--- src/sv/bts_pkg.sv ---
// Package for the byte to sector request splitter.
// Holds the item, state and result types, the codes and the step functions.
// No dependencies.
package bts_pkg;

    localparam int SECTOR_BYTES  = 512;
    localparam int SECTOR_SHIFT  = 9;
    localparam int MAX_SECTORS   = 255;
    localparam int LBA_W         = 23;
    localparam int COUNT_W       = 8;
    localparam int SOFS_W        = 9;
    localparam int CHUNK_W       = 10;
    localparam int PEND_W        = 17;
    localparam int CFG_INDEX_W   = 1;
    localparam int CFG_DATA_W    = 23;

    localparam logic [CFG_INDEX_W-1:0] REG_DISK_PRESENT  = 1'd0;
    localparam logic [CFG_INDEX_W-1:0] REG_TOTAL_SECTORS = 1'd1;

    localparam logic CMD_REQUEST    = 1'b0;
    localparam logic CMD_COMPLETION = 1'b1;

    typedef enum logic [1:0] {
        OP_READ   = 2'd0,
        OP_WRITE  = 2'd1,
        OP_FINISH = 2'd2
    } op_t;

    typedef enum logic [1:0] {
        PH_IDLE   = 2'd0,
        PH_FULL   = 2'd1,
        PH_SREAD  = 2'd2,
        PH_SWRITE = 2'd3
    } phase_t;

    typedef struct packed {
        logic        cmd;
        logic        is_write;
        logic [31:0] byte_offset;
        logic [31:0] byte_length;
        logic        status_ok;
    } in_item_t;

    typedef struct packed {
        logic [1:0]         op;
        logic [LBA_W-1:0]   lba;
        logic [COUNT_W-1:0] sector_count;
        logic [31:0]        buffer_offset;
        logic [SOFS_W-1:0]  sector_offset;
        logic [CHUNK_W-1:0] chunk_bytes;
        logic               staged;
        logic [31:0]        bytes_done;
    } out_item_t;

    // pos is start offset plus bytes done; rem is clamped length minus bytes done
    typedef struct packed {
        phase_t            phase;
        logic              writing;
        logic [31:0]       pos;
        logic [31:0]       rem;
        logic [31:0]       done;
        logic [PEND_W-1:0] pend;
    } state_t;

    typedef struct packed {
        logic             disk_present;
        logic [LBA_W-1:0] total_sectors;
    } cfg_t;

    typedef struct packed {
        out_item_t         res;
        phase_t            phase;
        logic [PEND_W-1:0] pend;
    } step_t;

    function automatic step_t finish_step(input logic [31:0] done);
        step_t s;
        s = '0;
        s.res.op         = OP_FINISH;
        s.res.bytes_done = done;
        s.phase          = PH_IDLE;
        s.pend           = '0;
        return s;
    endfunction

    // Next command at the current position: multi-sector when aligned with at
    // least one full sector left, otherwise a staged one-sector read.
    function automatic step_t issue_step(input logic [31:0] pos, input logic [31:0] rem,
                                         input logic [31:0] done, input logic writing);
        step_t                s;
        logic [SOFS_W-1:0]    soff;
        logic [COUNT_W-1:0]   nsec;
        logic [CHUNK_W-1:0]   chunk;
        s     = '0;
        soff  = pos[SOFS_W-1:0];
        nsec  = '0;
        chunk = '0;
        s.res.lba           = pos[31:SECTOR_SHIFT];
        s.res.buffer_offset = done;
        if (soff == '0 && rem >= 32'(SECTOR_BYTES))
        begin
            if (rem[31:SECTOR_SHIFT] > 23'(MAX_SECTORS))
                nsec = COUNT_W'(MAX_SECTORS);
            else
                nsec = rem[SECTOR_SHIFT+COUNT_W-1:SECTOR_SHIFT];
            s.res.op           = writing ? OP_WRITE : OP_READ;
            s.res.sector_count = nsec;
            s.pend             = {nsec, {SECTOR_SHIFT{1'b0}}};
            s.phase            = PH_FULL;
        end
        else
        begin
            chunk = CHUNK_W'(SECTOR_BYTES) - {1'b0, soff};
            if ({22'd0, chunk} > rem)
                chunk = rem[CHUNK_W-1:0];
            s.res.op            = OP_READ;
            s.res.sector_count  = COUNT_W'(1);
            s.res.sector_offset = soff;
            s.res.chunk_bytes   = chunk;
            s.res.staged        = 1'b1;
            s.pend              = {{(PEND_W-CHUNK_W){1'b0}}, chunk};
            s.phase             = PH_SREAD;
        end
        return s;
    endfunction

endpackage

--- src/sv/bts_if.sv ---
// Valid/ready channel interfaces for request/completion items and results.
// Depends on bts_pkg.
interface bts_in_if;
    logic        valid;
    logic        ready;
    logic        cmd;
    logic        is_write;
    logic [31:0] byte_offset;
    logic [31:0] byte_length;
    logic        status_ok;

    modport source (output valid, cmd, is_write, byte_offset, byte_length, status_ok,
                    input ready);
    modport sink   (input valid, cmd, is_write, byte_offset, byte_length, status_ok,
                    output ready);
endinterface

interface bts_out_if;
    logic                        valid;
    logic                        ready;
    logic [1:0]                  op;
    logic [bts_pkg::LBA_W-1:0]   lba;
    logic [bts_pkg::COUNT_W-1:0] sector_count;
    logic [31:0]                 buffer_offset;
    logic [bts_pkg::SOFS_W-1:0]  sector_offset;
    logic [bts_pkg::CHUNK_W-1:0] chunk_bytes;
    logic                        staged;
    logic [31:0]                 bytes_done;

    modport source (output valid, op, lba, sector_count, buffer_offset, sector_offset,
                    chunk_bytes, staged, bytes_done, input ready);
    modport sink   (input valid, op, lba, sector_count, buffer_offset, sector_offset,
                    chunk_bytes, staged, bytes_done, output ready);
endinterface

--- src/sv/byte_to_sector_request_splitter.sv ---
// Byte to sector request splitter, top level.
// An accepted item passes through the input register, the step logic and then the result register.
// Throughput: one item per cycle, but an item that yields a result waits while the result
// register is full and not being drained. Result register drains independently of input side.
// Reset (rst_n, async low): idle, no disk, zero sectors, both registers empty.
module byte_to_sector_request_splitter (
    input  logic                             clk,
    input  logic                             rst_n,
    bts_in_if.sink                           req,
    bts_out_if.source                        res,
    input  logic                             cfg_we,
    input  logic [bts_pkg::CFG_INDEX_W-1:0]  cfg_index,
    input  logic [bts_pkg::CFG_DATA_W-1:0]   cfg_data
);
    import bts_pkg::*;

    in_item_t  item_reg;
    logic      item_valid_reg;
    state_t    state_reg;
    state_t    state_next;
    cfg_t      cfg_reg;
    out_item_t out_reg;
    logic      out_valid_reg;
    out_item_t step_res;
    logic      produce;
    logic      fire;

    bts_step u_step (
        .item       (item_reg),
        .state      (state_reg),
        .cfg        (cfg_reg),
        .state_next (state_next),
        .produce    (produce),
        .res        (step_res)
    );

    // An item that yields a result needs room in the result register.
    assign fire      = item_valid_reg && (!produce || !out_valid_reg || res.ready);
    assign req.ready = !item_valid_reg || fire;

    always_ff @(posedge clk or negedge rst_n)
    begin
        if (!rst_n)
        begin
            item_valid_reg <= 1'b0;
            out_valid_reg  <= 1'b0;
            state_reg      <= '0;
            cfg_reg        <= '0;
        end
        else
        begin
            if (req.ready)
                item_valid_reg <= req.valid;
            if (fire && produce)
                out_valid_reg <= 1'b1;
            else if (res.ready)
                out_valid_reg <= 1'b0;
            if (fire)
                state_reg <= state_next;
            if (cfg_we)
            begin
                case (cfg_index)
                    REG_DISK_PRESENT:  cfg_reg.disk_present  <= cfg_data[0];
                    REG_TOTAL_SECTORS: cfg_reg.total_sectors <= cfg_data[LBA_W-1:0];
                    default:           cfg_reg <= cfg_reg;
                endcase
            end
        end
    end

    always_ff @(posedge clk)
    begin
        if (req.ready && req.valid)
        begin
            item_reg.cmd         <= req.cmd;
            item_reg.is_write    <= req.is_write;
            item_reg.byte_offset <= req.byte_offset;
            item_reg.byte_length <= req.byte_length;
            item_reg.status_ok   <= req.status_ok;
        end
        if (fire && produce)
            out_reg <= step_res;
    end

    assign res.valid         = out_valid_reg;
    assign res.op            = out_reg.op;
    assign res.lba           = out_reg.lba;
    assign res.sector_count  = out_reg.sector_count;
    assign res.buffer_offset = out_reg.buffer_offset;
    assign res.sector_offset = out_reg.sector_offset;
    assign res.chunk_bytes   = out_reg.chunk_bytes;
    assign res.staged        = out_reg.staged;
    assign res.bytes_done    = out_reg.bytes_done;

endmodule

--- src/sv/bts_step.sv ---
// Combinational step of the splitter: one item against the current transfer state.
// Produces the next state and at most one result. Depends on bts_pkg.
module bts_step (
    input  bts_pkg::in_item_t  item,
    input  bts_pkg::state_t    state,
    input  bts_pkg::cfg_t      cfg,
    output bts_pkg::state_t    state_next,
    output logic               produce,
    output bts_pkg::out_item_t res
);
    import bts_pkg::*;

    logic [31:0] cap_bytes;
    logic [32:0] req_end;
    logic [31:0] req_len;
    logic [31:0] done_adv;
    logic [31:0] pos_adv;
    logic [31:0] rem_adv;
    step_t       s;

    // Capacity in bytes fits 32 bits exactly (23-bit sectors times 512).
    assign cap_bytes  = {cfg.total_sectors, {SECTOR_SHIFT{1'b0}}};
    assign req_end    = {1'b0, item.byte_offset} + {1'b0, item.byte_length};
    assign req_len    = (req_end > {1'b0, cap_bytes}) ? cap_bytes - item.byte_offset
                                                       : item.byte_length;
    assign done_adv   = state.done + {{(32-PEND_W){1'b0}}, state.pend};
    assign pos_adv    = state.pos  + {{(32-PEND_W){1'b0}}, state.pend};
    assign rem_adv    = state.rem  - {{(32-PEND_W){1'b0}}, state.pend};

    always_comb
    begin
        state_next = state;
        produce    = 1'b0;
        s          = '0;
        if (item.cmd == CMD_REQUEST)
        begin
            if (state.phase == PH_IDLE)
            begin
                produce            = 1'b1;
                state_next.writing = item.is_write;
                state_next.pos     = item.byte_offset;
                state_next.done    = '0;
                state_next.rem     = '0;
                if (!cfg.disk_present || item.byte_offset >= cap_bytes || req_len == '0)
                    s = finish_step('0);
                else
                begin
                    state_next.rem = req_len;
                    s = issue_step(item.byte_offset, req_len, '0, item.is_write);
                end
                state_next.phase = s.phase;
                state_next.pend  = s.pend;
            end
        end
        else if (state.phase != PH_IDLE)
        begin
            produce = 1'b1;
            if (!item.status_ok)
                s = finish_step(state.done);
            else if (state.phase == PH_SREAD && state.writing)
            begin
                // read half of read-modify-write done; write the same sector back
                s = '0;
                s.res.op            = OP_WRITE;
                s.res.lba           = state.pos[31:SECTOR_SHIFT];
                s.res.sector_count  = COUNT_W'(1);
                s.res.buffer_offset = state.done;
                s.res.sector_offset = state.pos[SOFS_W-1:0];
                s.res.chunk_bytes   = state.pend[CHUNK_W-1:0];
                s.res.staged        = 1'b1;
                s.phase             = PH_SWRITE;
                s.pend              = state.pend;
            end
            else
            begin
                state_next.done = done_adv;
                state_next.pos  = pos_adv;
                state_next.rem  = rem_adv;
                if (rem_adv == '0)
                    s = finish_step(done_adv);
                else
                    s = issue_step(pos_adv, rem_adv, done_adv, state.writing);
            end
            state_next.phase = s.phase;
            state_next.pend  = s.pend;
        end
        res = s.res;
    end

endmodule

--- src/flat_wrapper.sv ---
// flat-port wrapper written by rule: the top's interface ports become plain ports
module byte_to_sector_request_splitter_flat import bts_pkg::*;
  (clk, rst_n, cfg_we, cfg_index, cfg_data, req_valid, req_cmd, req_is_write, req_byte_offset, req_byte_length, req_status_ok, req_ready, res_valid, res_op, res_lba, res_sector_count, res_buffer_offset, res_sector_offset, res_chunk_bytes, res_staged, res_bytes_done, res_ready);
  bts_in_if req_i ();
  bts_out_if res_i ();
  input  logic clk;
  input  logic rst_n;
  input  logic cfg_we;
  input  logic [bts_pkg::CFG_INDEX_W-1:0] cfg_index;
  input  logic [bts_pkg::CFG_DATA_W-1:0] cfg_data;
  input wire logic [$bits(req_i.valid)-1:0] req_valid;
  input wire logic [$bits(req_i.cmd)-1:0] req_cmd;
  input wire logic [$bits(req_i.is_write)-1:0] req_is_write;
  input wire logic [$bits(req_i.byte_offset)-1:0] req_byte_offset;
  input wire logic [$bits(req_i.byte_length)-1:0] req_byte_length;
  input wire logic [$bits(req_i.status_ok)-1:0] req_status_ok;
  output wire logic [$bits(req_i.ready)-1:0] req_ready;
  output wire logic [$bits(res_i.valid)-1:0] res_valid;
  output wire logic [$bits(res_i.op)-1:0] res_op;
  output wire logic [$bits(res_i.lba)-1:0] res_lba;
  output wire logic [$bits(res_i.sector_count)-1:0] res_sector_count;
  output wire logic [$bits(res_i.buffer_offset)-1:0] res_buffer_offset;
  output wire logic [$bits(res_i.sector_offset)-1:0] res_sector_offset;
  output wire logic [$bits(res_i.chunk_bytes)-1:0] res_chunk_bytes;
  output wire logic [$bits(res_i.staged)-1:0] res_staged;
  output wire logic [$bits(res_i.bytes_done)-1:0] res_bytes_done;
  input wire logic [$bits(res_i.ready)-1:0] res_ready;
  assign req_i.valid = req_valid;
  assign req_i.cmd = req_cmd;
  assign req_i.is_write = req_is_write;
  assign req_i.byte_offset = req_byte_offset;
  assign req_i.byte_length = req_byte_length;
  assign req_i.status_ok = req_status_ok;
  assign req_ready = req_i.ready;
  assign res_valid = res_i.valid;
  assign res_op = res_i.op;
  assign res_lba = res_i.lba;
  assign res_sector_count = res_i.sector_count;
  assign res_buffer_offset = res_i.buffer_offset;
  assign res_sector_offset = res_i.sector_offset;
  assign res_chunk_bytes = res_i.chunk_bytes;
  assign res_staged = res_i.staged;
  assign res_bytes_done = res_i.bytes_done;
  assign res_i.ready = res_ready;
  byte_to_sector_request_splitter u_core (.clk(clk), .rst_n(rst_n), .req(req_i), .res(res_i), .cfg_we(cfg_we), .cfg_index(cfg_index), .cfg_data(cfg_data));
endmodule
--- config.mk ---
export PLATFORM = sky130hd
export DESIGN_NAME = byte_to_sector_request_splitter_flat
export DESIGN_NICKNAME = d
export VERILOG_FILES = /design/src/sv/bts_pkg.sv /design/src/sv/bts_if.sv /design/src/sv/byte_to_sector_request_splitter.sv /design/src/sv/bts_step.sv /design/src/flat_wrapper.sv
export SDC_FILE = /design/constraint.sdc
export NUM_CORES = 1
export LEC_CHECK = 0
export BUFFER_PORTS_ARGS = -buffer_cell sky130_fd_sc_hd__buf_2
export CORE_MARGIN = 5
export CORE_UTILIZATION = 55
export DETAILED_ROUTE_END_ITERATION = 8
export PLACE_DENSITY_LB_ADDON = 0.15
export RECOVER_POWER = 100
export SLEW_MARGIN = 0
export SYNTH_ARGS = -nofsm -noshare
export SYNTH_HDL_FRONTEND = slang
export SYNTH_SLANG_ARGS = --single-unit
--- constraint.sdc ---
create_clock -name clk -period 14.7 [get_ports clk]
set_clock_uncertainty 0.05 [all_clocks]
set_input_delay 1.47 -clock clk [delete_from_list [all_inputs] [get_ports clk]]
set_output_delay 1.47 -clock clk [all_outputs]
set_load 0.02 [all_outputs]
* Word-level counts from Yosys, hierarchy flattened
Cells that the tools add are included.
** Storage, ports and cells
- Output and inout port bits :: 119
- Input port bits :: 96
- Bits in registers :: 326
** Operators by class
- Multiplexer cells :: 35
- Bitwise operators :: 2
- $add $sub $neg :: 7
- Equality and inequality tests :: 4
- $lt $le $gt $ge :: 8
- Reduce and logical (&&, ||, !) cells :: 28
** Operators with widths (count)
- $mux W136 :: 7
- $mux W113 :: 2
- $mux W96 :: 2
- $mux W116 :: 1
- $add A32 B17 Y32 :: 2
- $ge A32 B10 Y1 const B :: 2
- $gt A10 B32 Y1 :: 2
- $logic_not A32 Y1 :: 2
- $mux W32 :: 2
- $gt A23 B8 Y1 const B :: 2
- $mux W20 :: 2
- $mux W19 :: 2
- $add A32 B32 Y33 :: 1
- $gt A33 B32 Y1 :: 1
- $ge A32 B32 Y1 :: 1
- $mux W8 :: 4
- $sub A32 B17 Y32 :: 1
- $sub A32 B32 Y32 :: 1
- $mux W10 :: 2
- $sub A10 B9 Y10 const A :: 2
- $logic_not A9 Y1 :: 2
- $mux W1 :: 9
- $logic_and A1 B1 Y1 :: 6
- $ne A2 B2 Y1 const B :: 3
- 10 further kinds :: 23

* Depth between registers and ports, before layout
Gate-level depths: netlist of the first run.
- Word-level depth :: 10
- Gate-level depth with buffers :: 36
- Depth with buffers taken out :: 35

* Modules after synthesis
From an unflattened synthesis of the first run, not the netlist that was laid out.
** Second synthesis, totals
- Cell total of the unflattened synthesis :: 2980
- Area, all modules :: 26135.1 um2
** Modules (own cells, without submodules)
- bts_step :: area an instance 13071.3 um2, sequential area each 0.0 um2, cells each 2075, times used 1
- byte_to_sector_request_splitter :: area an instance 13063.8 um2, sequential area each 9078.7 um2, cells each 905, times used 1

* Worst setup path before layout of the first run
Ideal clock, no wire load.
- Path type :: register to register
- Start point :: register u_core.item_reg[36] (netlist bit)
- End point :: register u_core.out_reg (netlist bit u_core.res.chunk_bytes[9]) (data pin)
- Slack :: 7.103 ns
- Stages on the path, launching flop included :: 36
- Path buffers :: 3
- Data required time :: 14.396 ns
- Data arrival time :: 7.294 ns
- Path through :: edfxtp_1 -> ha_1 -> o21ai_0 -> o211ai_1 -> a31oi_1 -> o211ai_1 -> a31oi_1 -> o211a_1 -> nor3_1 -> a211oi_1 -> nor3_1 -> and2_1 -> o21ai_0 -> a221oi_1 -> ha_1 -> nand3_1 -> or4_1 -> nor3_1 -> a21oi_1 -> a31oi_1 -> a21o_1 -> clkbuf_1 -> buf_1 -> mux2i_1 -> ha_1 -> o21a_1 -> o21a_1 -> o21ai_0 -> nand2b_1 -> a21oi_1 -> or2_2 -> a21oi_1 -> and2_1 -> buf_2 -> mux2_2 -> a21o_1
** RTL lines
- start, declared :: RTL line byte_to_sector_request_splitter.sv:17 : in_item_t item_reg;
- end signal, assigned :: RTL line byte_to_sector_request_splitter.sv:82 : out_reg <= step_res;
- end, declared :: RTL line byte_to_sector_request_splitter.sv:22 : out_item_t out_reg;

* Worst setup path in the final report of the first run
- Start point :: register u_core.state_reg[114] (netlist bit)
- End point :: register u_core.state_reg[9] (netlist bit)
** On the way
- Word-level cells in the longest chain between the ends :: 8
** RTL lines
- start, declared :: RTL line byte_to_sector_request_splitter.sv:19 : state_t state_reg;
- start signal, assigned :: RTL line byte_to_sector_request_splitter.sv:59 : state_reg <= state_next;
- $logic_not A2 Y1 / $reduce_bool A2 Y1 (equally long branches) :: RTL line bts_step.sv:37, bts_step.sv:55
- $mux W1 (on tied branches) :: RTL line bts_step.sv:37, bts_step.sv:55
- $mux W1 :: RTL line bts_step.sv:35 : if (item.cmd == CMD_REQUEST)
- $logic_not A1 Y1 :: RTL line byte_to_sector_request_splitter.sv:38 : assign fire = item_valid_reg && (!produce || !out_valid_reg || res.ready);
- $logic_or A1 B1 Y1 (2 in a row) :: RTL line byte_to_sector_request_splitter.sv:38
- $logic_and A1 B1 Y1 :: RTL line byte_to_sector_request_splitter.sv:38
- $reduce_and A3 Y1 (no line)
Several ways; a longest one is shown, not always the timed one. The select of a mux whose other input is x is not followed.
A chain may end at the register's enable or synchronous reset.

==> run_results.csv, run 1 <==
group,metric,value,unit
status,result_of_the_run,"finished, violations left",
status,failed_checks,"capacitance limit, slew limit",
run,maxCapViolations,14,
final_layout,max_ffs_per_register,116,
final_layout,finish.net_count,2875,
worst_hold_path,worstHoldPathCells,2,
floorplanning,floorplan.die_area,0.0460,mm²
sta,timing.slew.headroom,-186,%
critical_path,timing_worst_setup_path_type,"reg2reg",
final_layout,area_of_all_placed_cells_without_fillers,0.0254,mm²
route,vias,20800,
critical_path,critical_path_depth,11,
sta,slew_violations,562,
floorplanning,floorplan.die.height,214,µm
power,cellLeakagePower,10.4,nW
power,power-per-cell-area,211,mW/mm²
critical_path,cp_cell_sequence,"or2_2 > clkbuf_1 > inv_1 > ha_1 > nand3b_1 > clkbuf_1 > clkinvlp_2 > clkbuf_1 > o21ai_1 > nand2_1 > o211ai_1",
critical_path,critical-path-top-delay-family,"buffers and inverters",
power,design_power_total,5.38,mW
final_layout,final_common_cell,"a21oi_1",
yosys,synthCells,2468,
clocking,htreeDepth,2,
yosys,synthesis.nets,2723,
yosys,seq_area_frac_synth,39.5,%
critical_path,critical-path-top-cell-by-count,"clkbuf_1",
critical_path,worst_path_largest_cell_delay,3090,ps
sta,tightest_pin_transition,4290,ps
grt,global_route.usage.total,32.1,%
critical_path,timing.critical_path.buf_inv,5,
floorplanning,floorplan.die.width,214,µm
clocking,cts_root_buf,"clkbuf_16",
sta,final.setup.worst_slack,3030,ps
sta,fin_crit_sh,79.4,%
clocking,post_cts.resized_instances,0,
grt,number_of_antenna_violations_at_the_first_check_in_global_routing,0,
critical_path,cp_max_fo,71,
yosys,netlist_top_cells_area,"edfxtp_1 (24%), dfrtp_1 (15%), ha_1 (8.4%), a21oi_1 (4.3%), o21ai_0 (3.2%)",
critical_path,crit_arrival,12100,ps
sta,report.final.setup_viol,0,
yosys,mean_syn_cell_area,9.31,µm²
critical_path,critPathRequiredTime,15120,ps
route,drt_drc_violations_left,0,
placement,dpl_cell_area,0.0245,mm²
yosys,syn_area,0.0230,mm²
route,detail-route-antenna-nets,0,
placement,hpwlAfterDp,56200,µm
yosys,syn_warnings,0,
floorplanning,ios,215,
route,routed_wl,76500,µm
route,vias_per_cell,6.54,
final_layout,final-instance-count-excl-fill,3180,
sta,setup_total_negative_slack,0,ps
critical_path,worst_path_max_delay_cell,"clkinvlp_2",
route,post_drt_wl_per_cell,24.1,µm
grt,first_global_vias,20100,
placement,finalWeightedCongestion,0.938,
placement,dp_cells,3113,
clocking,cts_made_buffers,37,
final_layout,top_library_cells_by_usage_in_the_layout_fill_and_taps_aside,"a21oi_1 (197), edfxtp_1 (184), nand2_1 (170)",
clocking,worstSkewPairLatency,560,ps
sta,timing.hold.ws,445,ps
final_layout,num_antenna_cells,0,
clocking,hold_buf_count_cts,0,
clocking,ctsLongestPathBuffers,3,
grt,grt_remaining_overflow,0,
critical_path,worst_setup_path_end_kind,"flip-flop",
floorplanning,core-area,0.0411,mm²
yosys,ys.flop_type,"edfxtp_1",
critical_path,startpoint_type,"flip-flop",
sta,final-hold-violation-count,0,
route,number_of_drc_markers_after_the_initial_detailed_route_iteration,2265,
yosys,synth_largest_area_cell,"edfxtp_1",
sta,rsz_0062_raised_after_global_routing,"false",
placement,dpl_worst_slack,5430,ps
route,drtPass1Iterations,6,
power,ir_worst_vdd,0.128,mV
yosys,ys_seq_elements,326,
clocking,post-cts-setup-buffer-count,0,
yosys,synth_enable_flop_cells,184,
sta,max_freq,85.7,MHz
yosys,library_cells_used_by_synthesis,93,
floorplanning,placementRows,74,
placement,place.port_buffers,214,
final_layout,post_route_cells_drive_above_1_share,9.14,%
clocking,clk_pin_slew,70,ps
critical_path,timing.reg2reg.worst_path_depth,11,
final_layout,area_delta_synth_final,10.7,%
final_layout,final_core_utilization,61.9,%
clocking,cts_tree,"yes",
worst_hold_path,timing.hold.worst.class,"reg2reg",
grt,global_route_wire_length_before_repair,117000,µm
yosys,async_flop_share,43.6,%
sta,fin_crit,11670,ps
grt,grt_max_degree,72,
clocking,clkSinkCount,326,
yosys,synth_top_cell_area_share,24.1,%
floorplanning,initial_core_util,55.9,%
## cells in the mapped netlist (13+ instances only)
| cell type | n |
|---|---|
| edfxtp_1 | 184 |
| nor3_1 | 107 |
| mux2_2 | 35 |
| nand2b_1 | 24 |
| a22o_1 | 30 |
| o21ai_0 | 147 |
| nand3_1 | 71 |
| a21oi_1 | 198 |
| a211oi_1 | 28 |
| o21a_1 | 46 |
| a21boi_0 | 15 |
| o211ai_1 | 24 |
| xor2_1 | 29 |
| o22ai_1 | 27 |
| o21bai_1 | 15 |
| clkbuf_1 | 101 |
| or4_1 | 13 |
| mux2i_1 | 39 |
| ha_1 | 155 |
| nor2_1 | 157 |
| or3_1 | 22 |
| nand2_1 | 170 |
| a31oi_1 | 21 |
| nand4_1 | 22 |
| nor2b_1 | 50 |
| and3_1 | 41 |
| xnor2_1 | 64 |
| dfrtp_1 | 142 |
| buf_2 | 14 |
| inv_1 | 119 |
| nor4_1 | 13 |
| a22oi_1 | 56 |
| a21o_1 | 60 |
## path summary, 6_finish.rpt
path	from	end	slack, ps
max	u_core.state_reg[114]$_DFFE_PN0P_	u_core.state_reg[9]$_DFFE_PN0P_	3030
min	u_core.state_reg[51]$_DFFE_PN0P_	u_core.state_reg[51]$_DFFE_PN0P_	440
max reg2reg	u_core.state_reg[114]$_DFFE_PN0P_	u_core.state_reg[9]$_DFFE_PN0P_	3030
min reg2reg	u_core.state_reg[51]$_DFFE_PN0P_	u_core.state_reg[51]$_DFFE_PN0P_	440
max in group asynchronous	rst_n	u_core.state_reg[48]$_DFFE_PN0P_	6530
min in group asynchronous	rst_n	u_core.cfg_reg[0]$_DFFE_PN0P_	1840
## per-layer routing
metal	up-vias	GRT usage [%]	part of all wire, %	wire, µm
li1	9618	-	-	-
met1	10000	44.6	43	32700
met2	997	48.2	43	32900
met3	164	9.18	10	7900
met4	0	11.6	4.0	3030
met5	-	0	0	0
## power breakdown
group / internal (mW) / switching [mW]
clock: 0.556 / 0.386
combinational: 1.07 / 1.88
sequential: 1.26 / 0.229
## cells by family after synthesis
kind of cell             Yosys count  share of synthesized area (%)
AO/OA/AOI/OAI                    811                           23.7
XOR/XNOR                          93                           3.55
adder cells (fa/ha/maj)          159                           8.79
buffers and inverters            250                           4.26
flip-flops                       326                           39.5
multiplexers                      74                           3.42
AND/OR/NAND/NOR                  755                           16.7
## worst min-delay path, stage by stage, from the launching register on
cell and delay (ps):
dfrtp_1 340, nand2_1 60, o21ai_0 60
## area by class of cell
| class | instances | area [µm²] |
|---|---|---|
| Clock buffer | 48 | 1010 |
| Clock inverter | 19 | 209 |
| Fill cell | 3602 | 15700 |
| Inverter | 119 | 448 |
| Multi-Input combinational cell | 1892 | 12900 |
| Sequential cell | 326 | 9080 |
| Tap cell | 532 | 666 |
| Timing Repair Buffer | 244 | 1090 |
Note: power is estimated with default switching activity, not from simulation.
==> inputs of run 2 (changes only) <==
--- a/config.mk
+++ b/config.mk
@@ -5,6 +5,7 @@
 export SDC_FILE = /design/constraint.sdc
 export NUM_CORES = 1
 export LEC_CHECK = 0
+export ABC_AREA = 1
 export BUFFER_PORTS_ARGS = -buffer_cell sky130_fd_sc_hd__buf_2
 export CORE_MARGIN = 5
 export CORE_UTILIZATION = 55
==> constraint.sdc (replaced) <==
create_clock -name clk -period 11.7 [get_ports clk]
set_clock_uncertainty 0.05 [all_clocks]
set_input_delay 1.17 -clock clk [delete_from_list [all_inputs] [get_ports clk]]
set_output_delay 1.17 -clock clk [all_outputs]
set_load 0.02 [all_outputs]
==> run_results.csv, run 2 <==
group,metric,value,unit
yosys,mean_syn_cell_area,7.64,µm²
final_layout,finish.net_count,3471,
placement,hpwlAfterDp,59700,µm
final_layout,num_antenna_cells,0,
critical_path,worst_setup_path_end_kind,"flip-flop",
placement,dpl_worst_slack,4610,ps
sta,tightest_pin_transition,4540,ps
clocking,worstSkewPairLatency,560,ps
critical_path,cp_max_fo,48,
sta,fin_crit_sh,77.1,%
grt,global_route_wire_length_before_repair,119000,µm
yosys,synthCells,3034,
grt,grt_max_degree,73,
route,number_of_drc_markers_after_the_initial_detailed_route_iteration,2177,
grt,grt_remaining_overflow,0,
worst_hold_path,timing.hold.worst.class,"reg2reg",
critical_path,critical-path-top-cell-by-count,"nand2_1",
clocking,cts_root_buf,"clkbuf_16",
yosys,synthSimpleGateAreaFrac,24.4,%
final_layout,final_core_utilization,61.2,%
floorplanning,ios,215,
sta,slew_violations,700,
route,post_drt_wl_per_cell,20.3,µm
floorplanning,floorplan.die.height,215,µm
placement,finalWeightedCongestion,1.03,
grt,first_global_vias,21400,
final_layout,post_route_cells_drive_above_1_share,6.19,%
route,routed_wl,76900,µm
floorplanning,placementRows,75,
run,maxCapViolations,15,
critical_path,worst_path_largest_cell_delay,1340,ps
sta,report.final.setup_viol,0,
yosys,yosys.area_share.adder,8.71,%
clocking,hold_buf_count_cts,0,
yosys,synth_compound_gate_area_share,14.6,%
route,vias,21900,
yosys,netlist_top_cells_area,"edfxtp_1 (24%), dfrtp_1 (15%), nand2_1 (13%), ha_1 (8.4%), inv_1 (6.1%)",
route,vias_per_cell,5.79,
final_layout,final_common_cell,"nand2_1",
yosys,synth_mux_area_share,0,%
yosys,syn_area,0.0232,mm²
route,drtPass1Iterations,6,
clocking,clk_pin_slew,60,ps
yosys,seq_area_frac_synth,39.2,%
status,failed_checks,"capacitance limit, slew limit",
yosys,ys_seq_elements,326,
yosys,dominant_combinational_cell_family_by_area_after_synthesis,"simple AND/OR/NAND/NOR gates",
sta,fin_crit,9020,ps
power,ir_worst_vdd,0.146,mV
clocking,clkSinkCount,326,
power,cellLeakagePower,12.0,nW
clocking,htreeDepth,2,
yosys,async_flop_share,43.6,%
critical_path,timing_worst_setup_path_type,"reg2reg",
critical_path,critPathRequiredTime,12010,ps
clocking,cts_tree,"yes",
grt,global_route.usage.total,32.3,%
yosys,leading_post_synthesis_cells_by_instance_count,"nand2_1 (826), inv_1 (375), a21oi_1 (253)",
floorplanning,initial_core_util,55.4,%
yosys,synth_enable_flop_cells,184,
clocking,ctsLongestPathBuffers,3,
yosys,yosys.cell_count.top_type,"nand2_1",
floorplanning,floorplan.die_area,0.0464,mm²
critical_path,startpoint_type,"flip-flop",
yosys,post_synthesis_share_of_cell_area_spent_on_xor_and_xnor_gates,4.99,%
floorplanning,core-area,0.0419,mm²
final_layout,max_ffs_per_register,116,
yosys,library_cells_used_by_synthesis,58,
route,drt_drc_violations_left,0,
final_layout,area_delta_synth_final,10.6,%
power,power-per-cell-area,284,mW/mm²
yosys,ys.flop_type,"edfxtp_1",
yosys,synth_largest_area_cell,"edfxtp_1",
sta,timing.slew.headroom,-203,%
sta,final.setup.worst_slack,2680,ps
clocking,post_cts.resized_instances,0,
sta,rsz_0062_raised_after_global_routing,"false",
yosys,synth_top_cell_area_share,23.8,%
clocking,cts_made_buffers,37,
critical_path,worst_path_max_delay_cell,"nor2_1",
sta,final-hold-violation-count,0,
sta,setup_total_negative_slack,0,ps
route,detail-route-antenna-nets,0,
final_layout,top_library_cells_by_usage_in_the_layout_fill_and_taps_aside,"nand2_1 (828), inv_1 (376), a21oi_1 (252)",
sta,max_freq,111,MHz
grt,number_of_antenna_violations_at_the_first_check_in_global_routing,1,
critical_path,crit_arrival,9340,ps
yosys,syn_warnings,0,
placement,place.port_buffers,214,
yosys,synthesis.nets,3289,
clocking,post-cts-setup-buffer-count,0,
status,result_of_the_run,"finished, violations left",
floorplanning,floorplan.die.width,215,µm
-- run 2: critical path, delay by kind of cell (launching register included) --
kind | cells | cell delay (ps)
DFF | 1 | 520
AOI/OAI and AO/OA | 8 | 1670
adders and majority gates | 2 | 640
and+or+nand+nor | 21 | 4910
xor gates and xnor gates | 1 | 150
buffers and inverters | 5 | 820
-- run 2: path summary, 6_finish.rpt --
check	cells after the start	start	slack (ps)	to
worst min register to register	2	u_core.state_reg[59]$_DFFE_PN0P_	480	u_core.state_reg[59]$_DFFE_PN0P_
worst max-delay path	37	u_core.item_reg[39]$_DFFE_PP_	2680	u_core.res.sector_offset[5]$_DFFE_PP_
worst max register to register	37	u_core.item_reg[39]$_DFFE_PP_	2680	u_core.res.sector_offset[5]$_DFFE_PP_
min in group asynchronous	1	rst_n	2190	u_core.state_reg[82]$_DFFE_PN0P_
worst min-delay path	2	u_core.state_reg[59]$_DFFE_PN0P_	480	u_core.state_reg[59]$_DFFE_PN0P_
max in group asynchronous	2	rst_n	3790	u_core.state_reg[41]$_DFFE_PN0P_
-- run 2: through the flow --
step / instances / hold WS [ps] / instance area (µm²) / power [mW]
2_1_floorplan: 3034 / 413 / 23200 / 4.86
3_3_place_gp: 3716 / 456 / 24700 / 5.97
3_5_place_dp: 3716 / 465 / 24700 / 6.06
4_1_cts: 3784 / 477 / 25900 / 7.24
5_1_grt: 3784 / 496 / 25600 / 7.84
6_report: 3784 / 477 / 25600 / 7.28
-- run 2: logic make-up after synthesis --
kind of cell             Yosys count
XOR/XNOR                         132
AO/OA/AOI/OAI                    585
adder cells (fa/ha/maj)          159
AND/OR/NAND/NOR                 1355
flip-flops                       326
buffers and inverters            477
-- run 2: power breakdown --
part,internal [mW],leakage [nW],switching [mW]
Combinational,1.31,7.87,2.85
Sequential,1.64,3.56,0.319
Clock,0.666,0.572,0.488
-- run 2: final cells by class --
type	count	area, µm²
clock buffers	47	1020
clock inverters	21	186
fillers	3877	16200
inverters	385	1450
multi-input cells	2231	12200
flip-flops and latches	326	9080
well taps	539	674
repair buffers	235	1030
-- run 2: per-layer routing --
layer	vias to the layer above	global-route usage [%]	share of wire, %
met5	-	0	0.017
met4	2	12.2	3.8
met3	149	5.38	8.2
met2	935	53.4	46
met1	10400	43.0	42
li1	10500	-	-
